$ cat src/ohp_pkg.sv
// Shared types, constants and the magic table for the Opus ID header parser.
package ohp_pkg;

  // Byte positions within the identification header
  localparam logic [8:0] POS_VERSION  = 9'd8;
  localparam logic [8:0] POS_CHANNELS = 9'd9;
  localparam logic [8:0] POS_PRESKIP  = 9'd10;
  localparam logic [8:0] POS_RATE     = 9'd12;
  localparam logic [8:0] POS_GAIN     = 9'd16;
  localparam logic [8:0] POS_FAMILY   = 9'd18;
  localparam logic [8:0] POS_STREAMS  = 9'd19;
  localparam logic [8:0] POS_COUPLED  = 9'd20;
  localparam logic [8:0] POS_MAP      = 9'd21;
  localparam logic [8:0] COUNT_MAX    = 9'd511;

  localparam logic [7:0] VERSION_MASK = 8'hF0;
  localparam logic [7:0] SILENT       = 8'hFF;
  localparam logic [9:0] MIN_LEN      = 10'd19;
  localparam logic [9:0] MAP_BASE     = 10'd21;

  localparam int QDEPTH = 2;

  // Position class assigned by the front end
  typedef enum logic [3:0] {
    CLS_MAGIC,
    CLS_VERSION,
    CLS_CHANNELS,
    CLS_PRESKIP,
    CLS_RATE,
    CLS_GAIN,
    CLS_FAMILY,
    CLS_STREAMS,
    CLS_COUPLED,
    CLS_MAP
  } cls_t;

  typedef struct packed {
    logic [7:0] data_byte;
    logic       last_byte;
  } in_t;

  typedef struct packed {
    logic              result_kind;
    logic              header_ok;
    logic [7:0]        version;
    logic [7:0]        channel_count;
    logic [15:0]       preskip;
    logic [31:0]       sample_rate;
    logic signed [15:0] output_gain;
    logic [7:0]        mapping_family;
    logic [7:0]        stream_count;
    logic [7:0]        coupled_count;
    logic [7:0]        map_index;
    logic [7:0]        map_value;
  } out_t;

  // Classified transaction passed from front to back
  typedef struct packed {
    cls_t       cls;
    logic [8:0] pos;
    logic [7:0] data_byte;
    logic       last_byte;
  } cmd_t;

  // "OpusHead"
  function automatic logic [7:0] magic_byte(input logic [2:0] idx);
    logic [7:0] val;
    case (idx)
      3'd0:    val = 8'h4F;
      3'd1:    val = 8'h70;
      3'd2:    val = 8'h75;
      3'd3:    val = 8'h73;
      3'd4:    val = 8'h48;
      3'd5:    val = 8'h65;
      3'd6:    val = 8'h61;
      default: val = 8'h64;
    endcase
    return val;
  endfunction

endpackage

$ cat src/ohp_front.sv
// Front end: tracks byte position within the packet and classifies each byte.
module ohp_front import ohp_pkg::*; (
  input  logic clk,
  input  logic rst,
  input  logic in_valid,
  input  logic push_ok,
  input  in_t  in_data,
  output logic push,
  output cmd_t cmd
);

  logic [8:0] pos;
  logic [8:0] pos_next;

  assign push = in_valid && push_ok;

  // Advance position, saturate on long packets, restart after the last byte
  always_comb begin
    pos_next = pos;
    if (push) begin
      if (in_data.last_byte) begin
        pos_next = '0;
      end else if (pos != COUNT_MAX) begin
        pos_next = pos + 9'd1;
      end
    end
  end

  always_ff @(posedge clk) begin
    if (rst) begin
      pos <= '0;
    end else begin
      pos <= pos_next;
    end
  end

  // Classify by position
  always_comb begin
    cmd.pos       = pos;
    cmd.data_byte = in_data.data_byte;
    cmd.last_byte = in_data.last_byte;
    if (pos < POS_VERSION)       cmd.cls = CLS_MAGIC;
    else if (pos == POS_VERSION)  cmd.cls = CLS_VERSION;
    else if (pos == POS_CHANNELS) cmd.cls = CLS_CHANNELS;
    else if (pos < POS_RATE)      cmd.cls = CLS_PRESKIP;
    else if (pos < POS_GAIN)      cmd.cls = CLS_RATE;
    else if (pos < POS_FAMILY)    cmd.cls = CLS_GAIN;
    else if (pos == POS_FAMILY)   cmd.cls = CLS_FAMILY;
    else if (pos == POS_STREAMS)  cmd.cls = CLS_STREAMS;
    else if (pos == POS_COUPLED)  cmd.cls = CLS_COUPLED;
    else                          cmd.cls = CLS_MAP;
  end

endmodule

$ cat src/ohp_queue.sv
// Short FIFO of classified transactions between front and back.
module ohp_queue import ohp_pkg::*; (
  input  logic clk,
  input  logic rst,
  input  logic push,
  input  cmd_t push_data,
  output logic full,
  input  logic pop,
  output logic head_valid,
  output cmd_t head
);

  localparam int PW = (QDEPTH > 1) ? $clog2(QDEPTH) : 1;
  localparam int CW = $clog2(QDEPTH + 1);
  localparam logic [PW-1:0] LAST_SLOT = PW'(QDEPTH - 1);

  cmd_t          slots [QDEPTH];
  logic [PW-1:0] wr_ptr;
  logic [PW-1:0] rd_ptr;
  logic [CW-1:0] count;

  assign full       = (count == CW'(QDEPTH));
  assign head_valid = (count != '0);
  assign head       = slots[rd_ptr];

  // Store pushed transactions
  always_ff @(posedge clk) begin
    if (push) begin
      slots[wr_ptr] <= push_data;
    end
  end

  // Advance pointers and occupancy
  always_ff @(posedge clk) begin
    if (rst) begin
      wr_ptr <= '0;
      rd_ptr <= '0;
      count  <= '0;
    end else begin
      if (push) begin
        wr_ptr <= (wr_ptr == LAST_SLOT) ? '0 : wr_ptr + PW'(1);
      end
      if (pop) begin
        rd_ptr <= (rd_ptr == LAST_SLOT) ? '0 : rd_ptr + PW'(1);
      end
      if (push && !pop) begin
        count <= count + CW'(1);
      end else if (pop && !push) begin
        count <= count - CW'(1);
      end
    end
  end

endmodule

$ cat src/ohp_back.sv
// Back end: runs header checks, holds parsed fields, registers results.
module ohp_back import ohp_pkg::*; (
  input  logic clk,
  input  logic rst,
  input  logic cmd_valid,
  input  cmd_t cmd,
  output logic pop,
  output logic out_valid,
  input  logic out_stall,
  output out_t out_data
);

  logic        failed, failed_next;
  logic [7:0]  version_reg, version_next;
  logic [7:0]  channels_reg, channels_next;
  logic [15:0] preskip_reg, preskip_next;
  logic [31:0] rate_reg, rate_next;
  logic [15:0] gain_reg, gain_next;
  logic [7:0]  family_reg, family_next;
  logic [7:0]  streams_reg, streams_next;
  logic [7:0]  coupled_reg, coupled_next;

  logic        ready;
  logic        has_result;
  out_t        result;
  logic        is_map;
  logic [8:0]  map_off;
  logic [8:0]  stream_sum;
  logic [8:0]  coupled_sum;
  logic [9:0]  len;
  logic [9:0]  need;
  logic        ok;
  logic [7:0]  b;

  assign ready = !out_valid || !out_stall;
  assign pop   = cmd_valid && ready;

  assign b           = cmd.data_byte;
  assign map_off     = cmd.pos - POS_MAP;
  assign stream_sum  = {1'b0, streams_reg} + {1'b0, coupled_reg};
  assign coupled_sum = {1'b0, b} + {1'b0, streams_reg};
  assign len         = {1'b0, cmd.pos} + 10'd1;

  // Check the byte and update parsed fields
  always_comb begin
    failed_next   = failed;
    version_next  = version_reg;
    channels_next = channels_reg;
    preskip_next  = preskip_reg;
    rate_next     = rate_reg;
    gain_next     = gain_reg;
    family_next   = family_reg;
    streams_next  = streams_reg;
    coupled_next  = coupled_reg;
    is_map        = 1'b0;
    if (!failed) begin
      case (cmd.cls)
        CLS_MAGIC: begin
          if (b != magic_byte(cmd.pos[2:0])) failed_next = 1'b1;
        end
        CLS_VERSION: begin
          version_next = b;
          if ((b & VERSION_MASK) != '0) failed_next = 1'b1;
        end
        CLS_CHANNELS: begin
          channels_next = b;
          if (b == '0) failed_next = 1'b1;
        end
        CLS_PRESKIP: begin
          if (cmd.pos[0]) preskip_next[15:8] = preskip_reg[15:8] | b;
          else            preskip_next[7:0]  = preskip_reg[7:0] | b;
        end
        CLS_RATE: begin
          case (cmd.pos[1:0])
            2'd0:    rate_next[7:0]   = rate_reg[7:0] | b;
            2'd1:    rate_next[15:8]  = rate_reg[15:8] | b;
            2'd2:    rate_next[23:16] = rate_reg[23:16] | b;
            default: rate_next[31:24] = rate_reg[31:24] | b;
          endcase
        end
        CLS_GAIN: begin
          if (cmd.pos[0]) gain_next[15:8] = gain_reg[15:8] | b;
          else            gain_next[7:0]  = gain_reg[7:0] | b;
        end
        CLS_FAMILY: begin
          family_next = b;
          if (b == '0) begin
            if (channels_reg > 8'd2) failed_next = 1'b1;
            streams_next = 8'd1;
            coupled_next = (channels_reg > 8'd1) ? 8'd1 : 8'd0;
          end
        end
        CLS_STREAMS: begin
          if (family_reg != '0) begin
            streams_next = b;
            if (b == '0) failed_next = 1'b1;
          end
        end
        CLS_COUPLED: begin
          if (family_reg != '0) begin
            coupled_next = b;
            if (b > streams_reg || coupled_sum > 9'd255) failed_next = 1'b1;
          end
        end
        CLS_MAP: begin
          if (family_reg != '0 && map_off < {1'b0, channels_reg}) begin
            if ({1'b0, b} >= stream_sum && b != SILENT) failed_next = 1'b1;
            else is_map = 1'b1;
          end
        end
        default: begin
          failed_next = failed;
        end
      endcase
    end
  end

  // Build the result: map entry or end-of-packet verdict
  always_comb begin
    need = (family_next == '0) ? MIN_LEN : MAP_BASE + {2'b00, channels_next};
    ok   = !failed_next && len >= MIN_LEN && len >= need;
    if (ok && version_next <= 8'd1 && len != need) ok = 1'b0;
    result     = '0;
    has_result = 1'b0;
    if (!cmd.last_byte) begin
      if (is_map && !failed_next) begin
        has_result       = 1'b1;
        result.map_index = map_off[7:0];
        result.map_value = b;
      end
    end else begin
      has_result         = 1'b1;
      result.result_kind = 1'b1;
      if (ok) begin
        result.header_ok      = 1'b1;
        result.version        = version_next;
        result.channel_count  = channels_next;
        result.preskip        = preskip_next;
        result.sample_rate    = rate_next;
        result.output_gain    = gain_next;
        result.mapping_family = family_next;
        result.stream_count   = streams_next;
        result.coupled_count  = coupled_next;
        if (is_map) begin
          result.map_index = map_off[7:0];
          result.map_value = b;
        end
      end
    end
  end

  // Update parse state; clear after every verdict
  always_ff @(posedge clk) begin
    if (rst || (pop && cmd.last_byte)) begin
      failed       <= 1'b0;
      version_reg  <= '0;
      channels_reg <= '0;
      preskip_reg  <= '0;
      rate_reg     <= '0;
      gain_reg     <= '0;
      family_reg   <= '0;
      streams_reg  <= '0;
      coupled_reg  <= '0;
    end else if (pop) begin
      failed       <= failed_next;
      version_reg  <= version_next;
      channels_reg <= channels_next;
      preskip_reg  <= preskip_next;
      rate_reg     <= rate_next;
      gain_reg     <= gain_next;
      family_reg   <= family_next;
      streams_reg  <= streams_next;
      coupled_reg  <= coupled_next;
    end
  end

  // Output register: load a new result or drop the one taken
  always_ff @(posedge clk) begin
    if (rst) begin
      out_valid <= 1'b0;
    end else if (ready) begin
      out_valid <= pop && has_result;
    end
  end

  always_ff @(posedge clk) begin
    if (pop && has_result) begin
      out_data <= result;
    end
  end

endmodule

$ cat src/opus_id_header_parser.sv
// Opus identification header parser: top level joining front, queue and back.
// A result passes through a queue slot and the output register.
// Throughput: one byte per cycle when not stalled; the two-entry queue
// absorbs output stalls. Input stall rises only when the queue is full.
// Reset (synchronous, active high) clears byte position, queue, parse state
// and output valid; no clearing pass is needed.
module opus_id_header_parser import ohp_pkg::*; (
  input  logic clk,
  input  logic rst,
  input  logic in_valid,
  output logic in_stall,
  input  in_t  in_data,
  output logic out_valid,
  input  logic out_stall,
  output out_t out_data
);

  logic push;
  cmd_t push_cmd;
  logic q_full;
  logic pop;
  logic head_valid;
  cmd_t head;

  assign in_stall = q_full;

  ohp_front u_front (
    .clk     (clk),
    .rst     (rst),
    .in_valid(in_valid),
    .push_ok (!q_full),
    .in_data (in_data),
    .push    (push),
    .cmd     (push_cmd)
  );

  ohp_queue u_queue (
    .clk       (clk),
    .rst       (rst),
    .push      (push),
    .push_data (push_cmd),
    .full      (q_full),
    .pop       (pop),
    .head_valid(head_valid),
    .head      (head)
  );

  ohp_back u_back (
    .clk      (clk),
    .rst      (rst),
    .cmd_valid(head_valid),
    .cmd      (head),
    .pop      (pop),
    .out_valid(out_valid),
    .out_stall(out_stall),
    .out_data (out_data)
  );

endmodule

$ cat config.mk
export PLATFORM = sky130hd
export DESIGN_NAME = opus_id_header_parser
export DESIGN_NICKNAME = d
export VERILOG_FILES = /design/src/ohp_pkg.sv /design/src/ohp_front.sv /design/src/ohp_queue.sv /design/src/ohp_back.sv /design/src/opus_id_header_parser.sv
export SDC_FILE = /design/constraint.sdc
export NUM_CORES = 1
export LEC_CHECK = 0
export ABC_AREA = 1
export BUFFER_PORTS_ARGS = -buffer_cell sky130_fd_sc_hd__buf_4
export CAP_MARGIN = 20
export CORE_UTILIZATION = 55
export CTS_CLUSTER_SIZE = 40
export DETAILED_ROUTE_END_ITERATION = 8
export PLACE_DENSITY = 0.74
export SLEW_MARGIN = 20
export SYNTH_ARGS = -nofsm -noshare
export SYNTH_HDL_FRONTEND = slang
export SYNTH_SLANG_ARGS = --single-unit
$ cat constraint.sdc
create_clock -name clk -period 10 [get_ports clk]
set_clock_uncertainty 0.2 [all_clocks]
set_input_delay 1 -clock clk [delete_from_list [all_inputs] [get_ports clk]]
set_output_delay 1 -clock clk [all_outputs]
set_load 0.01 [all_outputs]
==> flow_summary.ini, run 1 <==
[sta]
slew_headroom_pct = 29.2
period_minus_slack_ns = 5.85
drv_slew = 0
rsz0062_at_grt = no
period_share_pct = 58.5
hold_viol = 0
tightest_slew_ns = 1.06
fin_ws_ns = 4.15
fmax_ghz = 0.171
finalSetupTns_ns = 0
finalSetupViolCount = 0

[synthesis]
async_flop_share_pct = 0
synth.distinct_cells = 50
ys_warn_count = 0
synth_edf_count = 166
yosys.cell_count.top_type = nand2_1
synth_area_um2 = 14500
synthesis.nets = 1735
synthTopCellsByArea = edfxtp_1 34%, dfxtp_1 17%, nand2_1 7.3%, inv_1 6.2%, ha_1 5.5%
synth_top_cells_by_count = 282 x nand2_1, 241 x inv_1, 166 x edfxtp_1, 142 x nor2_1, 120 x dfxtp_1
netlist.top_cell.by_area = edfxtp_1
postSynthCellCount = 1656
ys.flop_type = edfxtp_1
avgSynthCellArea_um2 = 8.76
ys_ff_latch = 286
ys_seq_area_share_pct = 50.9
yosysTopAreaCellShare_pct = 34.3

[cells_and_area]
drive_above_1_share_pct = 19.6
largest_reg_flops = 122
nNetsFinal = 1849
antenna_cells = 0
area_growth_pct = 14.5

[critical_path]
end_kind = register
startpoint_type = register
crit_type = register to register
critical_path.max_fanout = 97
critPathRequiredTime_ns = 9.96
cp_data_arrival_time_ns = 5.82

[drt]
via_per_inst = 5.37
ant_nets = 0
drt-initial-drc-count = 906
drcViolationCount = 0
drt_pass1_iterations = 5
drt-wirelength-per-cell_um = 16.4
wl_um = 34900
vias = 11400

[grt]
antenna_found_initial = 0
grt-ovfl-total = 0
grt_pass1_vias = 10500
grt_usage_pct = 25.7
grt_pass1_wl_um = 54600
grt_max_degree = 122

[floorplan]
die_area_um2 = 27000
initial_core_util_pct = 55.9
core_area_um2 = 26000
num_rows = 59
die_x_um = 164
io_pins = 137
fp.dieH_um = 164

[outcome]
status = complete, no violations

[clock_network]
cts_buffer_depth = 3
numCtsBuffers = 28
cts-root-buf = clkbuf_16
tritoncts = built
htreeDepth = 1
clk_latency_ns = 0.55
cts_resized = 0
clkTransAtPathRegs_ns = 0.06
cts_hold_buf = 0
cts_sinks = 286
cts_setup_buffers = 0

[placed_design]
dp_slack_ns = 4.20
gp_congestion = 0.873
portBuffers = 136
dp_hpwl_um = 24300

[power]
ir_drop_mv = 0.399
pwr_density_cell_nw_per_um2 = 347
power_leakage_nw = 6.80

[hold_path]
hp-class = register to register

[job]
cap_viol_max_count = 0
==> per-stage QoR <==
step | cells | hold WS [ns] | util [%] | instance area (um2) | power (mW)
3_5_place_dp | 2075 | 0.245 | 60.4 | 15700 | 4.71
6_report | 2127 | 0.254 | 64.0 | 16600 | 5.77
3_3_place_gp | 2074 | 0.234 | 60.3 | 15700 | 4.66
4_1_cts | 2127 | 0.255 | 64.0 | 16600 | 5.77
5_1_grt | 2127 | 0.266 | 64.0 | 16600 | 6.18
2_1_floorplan | 1656 | 0.224 | - | 14500 | 3.91
==> critical path, cell delays in order (launching register included) <==
cell and delay [ns]:
dfxtp_1 0.35, buf_4 0.34, nand2_1 0.08, nand2_1 0.49, inv_2 0.26, ha_1 0.32
o21ai_2 0.20, nand2_1 0.12, mux2_2 0.28, inv_1 0.08, ha_1 0.24, nand2_1 0.07
inv_1 0.03, nand2_1 0.05, nand2_1 0.05, nand2_1 0.05, nand3_1 0.07, inv_1 0.06
nand2_1 0.05, nor2_1 0.61, nand2_1 0.23, nand2_4 0.35, buf_6 0.68
==> cells in the final DEF, fill, tap and decap left out, drive strengths merged, types with 2 or more instances in the layout <==
cell type and count:
edfxtp 166, a31oi 3, nor3 15, buf 146, inv 259, ha 64
o22ai 6, nand2 297, fa 2, o21bai 2, or2 7, dfxtp 120
nand4 8, a21oi 117, clkinv 5, nand3 53, a22oi 2, o21ai 144
o211ai 29, xnor2 2, xor2 10, clkbuf 46, a211oi 34, nor3b 5
nor2 242
==> where the power goes <==
part | internal (mW) | total (mW) | switching (mW)
Sequential | 1.64 | 1.79 | 0.156
Clock | 0.600 | 1.05 | 0.445
Combinational | 0.879 | 2.93 | 2.05
==> worst paths after layout <==
| check | slack, ns | end | startpoint | cells past startpoint |
|---|---|---|---|---|
| max | 4.15 | u_back.out_data[15] | register | 22 |
| min | 0.25 | u_back.rate_reg[4] | u_back.rate_reg[4] | 2 |
| max reg2reg | 4.15 | u_back.out_data[15] | register | 22 |
| min reg2reg | 0.25 | u_back.rate_reg[4] | u_back.rate_reg[4] | 2 |
==> logic make-up after synthesis <==
family / after synthesis / share of synthesized area, %
buffers and inverters: 321 / 9.29
DFF: 286 / 50.9
AOI/OAI and AO/OA: 341 / 13.4
adders and majority gates: 66 / 5.79
xor gates and xnor gates: 12 / 0.724
and+or+nand+nor: 629 / 19.8
muxes: 1 / 0.0776
==> layer usage <==
metal / up-vias / global-route usage [%] / share of wire (%)
li1: 5682 / - / -
met1: 5282 / 35.5 / 44
met2: 399 / 43.1 / 48
met3: 59 / 2.86 / 6.9
met4: 0 / 6.88 / 1.9
met5: - / 0 / 0
==> final cells by class <==
class,count,area (um2)
clock inverters,6,42.5
flip-flops and latches,286,7390
multi-input cells,1049,5820
fillers,2160,9360
inverters,259,972
clock buffers,46,880
well taps,335,419
repair buffers,146,1100
Power figures use the tool's default switching activity.
==> inputs of run 2 (changes only) <==
==> constraint.sdc (replaced) <==
create_clock -name clk -period 5.8 [get_ports clk]
set_clock_uncertainty 0.2 [all_clocks]
set_input_delay 0.58 -clock clk [delete_from_list [all_inputs] [get_ports clk]]
set_output_delay 0.58 -clock clk [all_outputs]
set_load 0.01 [all_outputs]
==> run 2 against run 1 <==
- critical endpoint is now u_back.out_data[5]
- register-to-register slack worse by 3.7 ns
- clock power is 73% higher
- highest routed layer unchanged
- largest power group unchanged
- final area is 1.0% higher
- count of clock-buffer cells in the layout is 1 lower
- critical path depth is 3 higher
- first-iteration DRC count is 7.5% higher
- hold slack worse by 0.23 ns
- via count is 1.5% higher
- setup slack worse by 3.7 ns
- cell count is 0.85% higher
- total power is 75% higher
==> flow_summary.ini, run 2 (synthesized netlist as in run 1, its figures left out) <==
[hold_path]
hp-class = input pin to register
min_path_cells = 1
hold_path_end = u_queue.slots[1][3]
hold_start = in_data[3]

[clock_network]
clk_latency_ns = 0.55
cts_buffer_depth = 3
cts_setup_buffers = 0
clkTransAtPathRegs_ns = 0.06
tritoncts = built
cts_sinks = 286
htreeDepth = 1
cts-root-buf = clkbuf_16
numCtsBuffers = 29

[grt]
antenna_found_initial = 0
grt_pass1_vias = 10700
met2_usage_pct = 44.0
grt_pass1_wl_um = 55200
grt_use_met1_pct = 34.1
grt_max_degree = 95
grt.busiest_layer = met2
grt-ovfl-total = 0
use_met3_pct = 3.82
grt_usage_pct = 26.1

[sta]
period_minus_slack_ns = 5.34
hold_viol = 0
slew_headroom_pct = 36.6
rsz0062_at_grt = no
drv_slew = 0
fin_ws_ns = 0.459
holdWs_ns = 0.0202
finalSetupViolCount = 0
period_share_pct = 92.1
fmax_ghz = 0.187
tightest_slew_ns = 0.952
finalSetupTns_ns = 0

[power]
pwr_density_cell_nw_per_um2 = 603
power_mw = 10.1
power_leakage_nw = 6.90
ir_drop_mv = 0.632

[critical_path]
crit_path_frequent_cell = nand2_1
critical_path.max_fanout = 46
cp_data_arrival_time_ns = 5.53
slowest_stage = dfxtp_1
path_buf_inv = 4
critPathRequiredTime_ns = 5.98
crit_type = register to register
end_kind = register
startpoint_type = register
r2r_slack_ns = 0.46
r2r-end = u_back.out_data[5]
ff2ff_path_depth = 25
cp_top_family = simple AND/OR/NAND/NOR gates
critPathMaxStageDelay_ns = 0.69

[placed_design]
placed_cell_area_um2 = 15800
portBuffers = 136
dp_cells = 2089
dp_slack_ns = 0.607
gp_congestion = 0.931
dp_hpwl_um = 25300

[floorplan]
die_area_um2 = 27000
num_rows = 59
io_pins = 137
die_x_um = 164
core_area_um2 = 26000
initial_core_util_pct = 55.9
fp.dieH_um = 164

[job]
cap_viol_max_count = 0

[cells_and_area]
final_common_cell = nand2_1
largest_reg_flops = 122
antenna_cells = 0
nNetsFinal = 1867
final_util_pct = 64.6
fin_cells = 2145
fillers = 2163
area_growth_pct = 15.7
postLayoutCellArea_um2 = 16800
final_cell_mix = 281 x nand2_1, 240 x inv_1, 166 x edfxtp_1
drive_above_1_share_pct = 20.1

[drt]
ant_nets = 0
drt-wirelength-per-cell_um = 16.6
drt-initial-drc-count = 974
wl_um = 35700
via_per_inst = 5.41
drt_pass1_iterations = 5
drcViolationCount = 0
vias = 11600

[outcome]
status = complete, no violations
run 2: metal layers:
layer,vias up,part of all wire [%]
li1,5714,-
met1,5354,42
met2,455,48
met3,74,7.4
met4,0,3.1
met5,-,0
run 2: worst max-delay path by stage:
stage,startpoint,endpoint,slack (ns),cells after the start
after detailed placement,register,u_back.out_data[7],0.61,25
after global placement,register,u_back.out_data[7],0.68,25
final,register,u_back.out_data[5],0.46,25
after CTS,register,u_back.out_data[5],0.54,25
after global routing,register,u_back.out_data[5],0.09,26
after floorplan,register,u_back.out_data[0],0.88,24
run 2: cell type report:
class | count | area [um2] | area share, %
sequential | 286 | 7390 | 44.0
clock buffer | 45 | 847 | 5.04
timing repair buffer | 163 | 1270 | 7.58
clock inverter | 8 | 73.8 | 0.440
tap | 335 | 419 | 2.50
multi-input combinational | 1049 | 5820 | 34.7
inverter | 259 | 972 | 5.79
run 2: where the power goes:
part           switching, mW  internal, mW
Clock                  0.768          1.05
Sequential             0.291          2.82
Combinational           3.57          1.62
Total                   4.63          5.49
run 2: worst reg2reg max path: stages (launching register included):
cell,delay (ns)
dfxtp_1,0.69
buf_4,0.27
nand2_1,0.07
o21ai_2,0.20
inv_1,0.37
nand2_1,0.25
nor2_1,0.08
a21oi_1,0.26
nand2_1,0.12
nor3_1,0.20
nand2_2,0.18
inv_2,0.12
nor3b_1,0.06
ha_1,0.27
nand2_1,0.06
or2_2,0.29
nand3_1,0.07
nand2_1,0.05
nand2_1,0.05
nand2_1,0.05
nand3b_1,0.07
o21ai_1,0.06
a21oi_1,0.34
nand2_8,0.32
buf_12,0.34
a21oi_1,0.17
run 2: repair_timing:
action                    4_1_cts  5_1_grt
hold endpoints to repair        5        0
hold buffers                    3        0
gates resized for setup         0        0
==> inputs of run 3 (changes only) <==
--- a/config.mk
+++ b/config.mk
@@ -12,6 +12,7 @@
 export CTS_CLUSTER_SIZE = 40
 export DETAILED_ROUTE_END_ITERATION = 8
 export PLACE_DENSITY = 0.74
+export RECOVER_POWER = 50
 export SLEW_MARGIN = 20
 export SYNTH_ARGS = -nofsm -noshare
 export SYNTH_HDL_FRONTEND = slang
==> run 3 against run 2 <==
- the flow now finishes with violations (max-capacitance violations, max-slew violations)
- setup slack worse by 0.019 ns
- combinational power down 4.4%
- via count about the same
- count of clock-buffer cells in the layout unchanged
- flip-flop and latch count unchanged
- first-iteration DRC count up 1.3%
- cell count unchanged
==> flow_summary.ini, run 3 (synthesized netlist as in run 1, its figures left out) <==
[outcome]
status = finished, violations left
violations = max-capacitance violations, max-slew violations

[placed_design]
dp_hpwl_um = 25300
gp_congestion = 0.931
portBuffers = 136

[clock_network]
numCtsBuffers = 29
cts_buffer_depth = 3
clkTransAtPathRegs_ns = 0.06
cts-root-buf = clkbuf_16
cts_sinks = 286
tritoncts = built
cts_hold_buf = 3
cts_resized = 0
cts_setup_buffers = 0
htreeDepth = 1
clk_latency_ns = 0.55

[power]
ir_drop_mv = 0.550
pwr_density_cell_nw_per_um2 = 606
power_leakage_nw = 6.40
power_mw = 9.87

[job]
cap_viol_max_count = 3

[drt]
via_per_inst = 5.40
ant_nets = 0
drt-wirelength-per-cell_um = 16.7
drt_pass1_iterations = 7
vias = 11600
drcViolationCount = 0
drt-initial-drc-count = 987
wl_um = 35800

[cells_and_area]
antenna_cells = 0
final_cell_mix = 281 x nand2_1, 240 x inv_1, 166 x edfxtp_1
final_common_cell = nand2_1
nNetsFinal = 1867
largest_reg_flops = 122
ff_latch_area_um2 = 7390
drive_above_1_share_pct = 12.7
fillers = 2292
multi_input_area_um2 = 5810
area_growth_pct = 12.2

[sta]
drv_slew = 127
tightest_slew_ns = 2.65
rsz0062_at_grt = no
finalSetupTns_ns = 0
fmax_ghz = 0.187
slew_headroom_pct = -76.5
hold_viol = 0
finalSetupViolCount = 0
period_minus_slack_ns = 5.36
period_share_pct = 92.4

[grt]
grt_usage_pct = 26.1
grt-ovfl-total = 0
grt_pass1_vias = 10700
grt_pass1_wl_um = 55200
grt_max_degree = 95
antenna_found_initial = 0

[floorplan]
die_x_um = 164
io_pins = 137
initial_core_util_pct = 55.9
core_area_um2 = 26000
fp.dieH_um = 164
die_area_um2 = 27000
num_rows = 59

[critical_path]
startpoint_type = register
critPathRequiredTime_ns = 5.99
r2r_slack_ns = 0.44
critPathMaxStageDelay_ns = 0.70
critical_path.max_fanout = 46
crit_path_frequent_cell = nand2_1
cp_data_arrival_time_ns = 5.55
end_kind = register
crit_type = register to register
slowest_stage = dfxtp_1

[hold_path]
hp-class = input pin to register
hold_start = in_data[1]
==> run 3: changes by cell type in the layout (fill, tap and decap cells not counted), sizes merged <==
| cell | previous run | this run |
|---|---|---|
| buf | 160 | 24 |
| clkbuf | 45 | 181 |
==> run 3: layout make-up <==
cell class              instances  share of cell area (%)
clock buffers                  45                    5.20
clock inverters                 8                   0.453
inverters                     259                    5.97
multi-input cells            1049                    35.7
flip-flops and latches        286                    45.4
well taps                     335                    2.57
repair buffers                163                    4.75
==> run 3: final timing paths <==
kind | cells after the start | endpoint
max | 25 | u_back.out_data[4]
min | 1 | u_queue.slots[0][1]
max reg2reg | 25 | u_back.out_data[4]
min reg2reg | 1 | u_queue.rd_ptr
==> run 3: routing by layer <==
layer	vias to the layer above	part of all wire (%)	track usage, %
li1	5702	-	-
met4	0	3.1	9.34
met2	425	47	44.0
met5	-	0	0
met1	5396	43	34.1
met3	70	6.9	3.82
==> run 3: through the flow <==
step                instances  area, um2  utilization [%]  hold WS [ns]  setup slack (ns)
floorplan                1656      14500                -         0.224             0.876
global placement         2088      15800             60.9         0.235             0.685
detailed placement       2089      15800             60.9         0.245             0.607
CTS                      2145      16800             64.6       0.00500             0.540
global route             2145      16300             62.7        0.0313            0.0916
finish                   2145      16300             62.7        0.0481             0.440
==> run 3: critical path: cells and delay by family (launching register included) <==
family / cells / cell delay (ns)
AND/OR/NAND/NOR: 15 / 1.90
flip-flops: 1 / 0.70
adder cells (fa/ha/maj): 1 / 0.26
buffers and inverters: 4 / 1.06
AO/OA/AOI/OAI: 5 / 1.03
==> run 3: power breakdown <==
part	total (mW)	internal (mW)	switching, mW
Clock	1.82	1.05	0.769
Combinational	4.96	1.39	3.57
Sequential	3.10	2.82	0.283
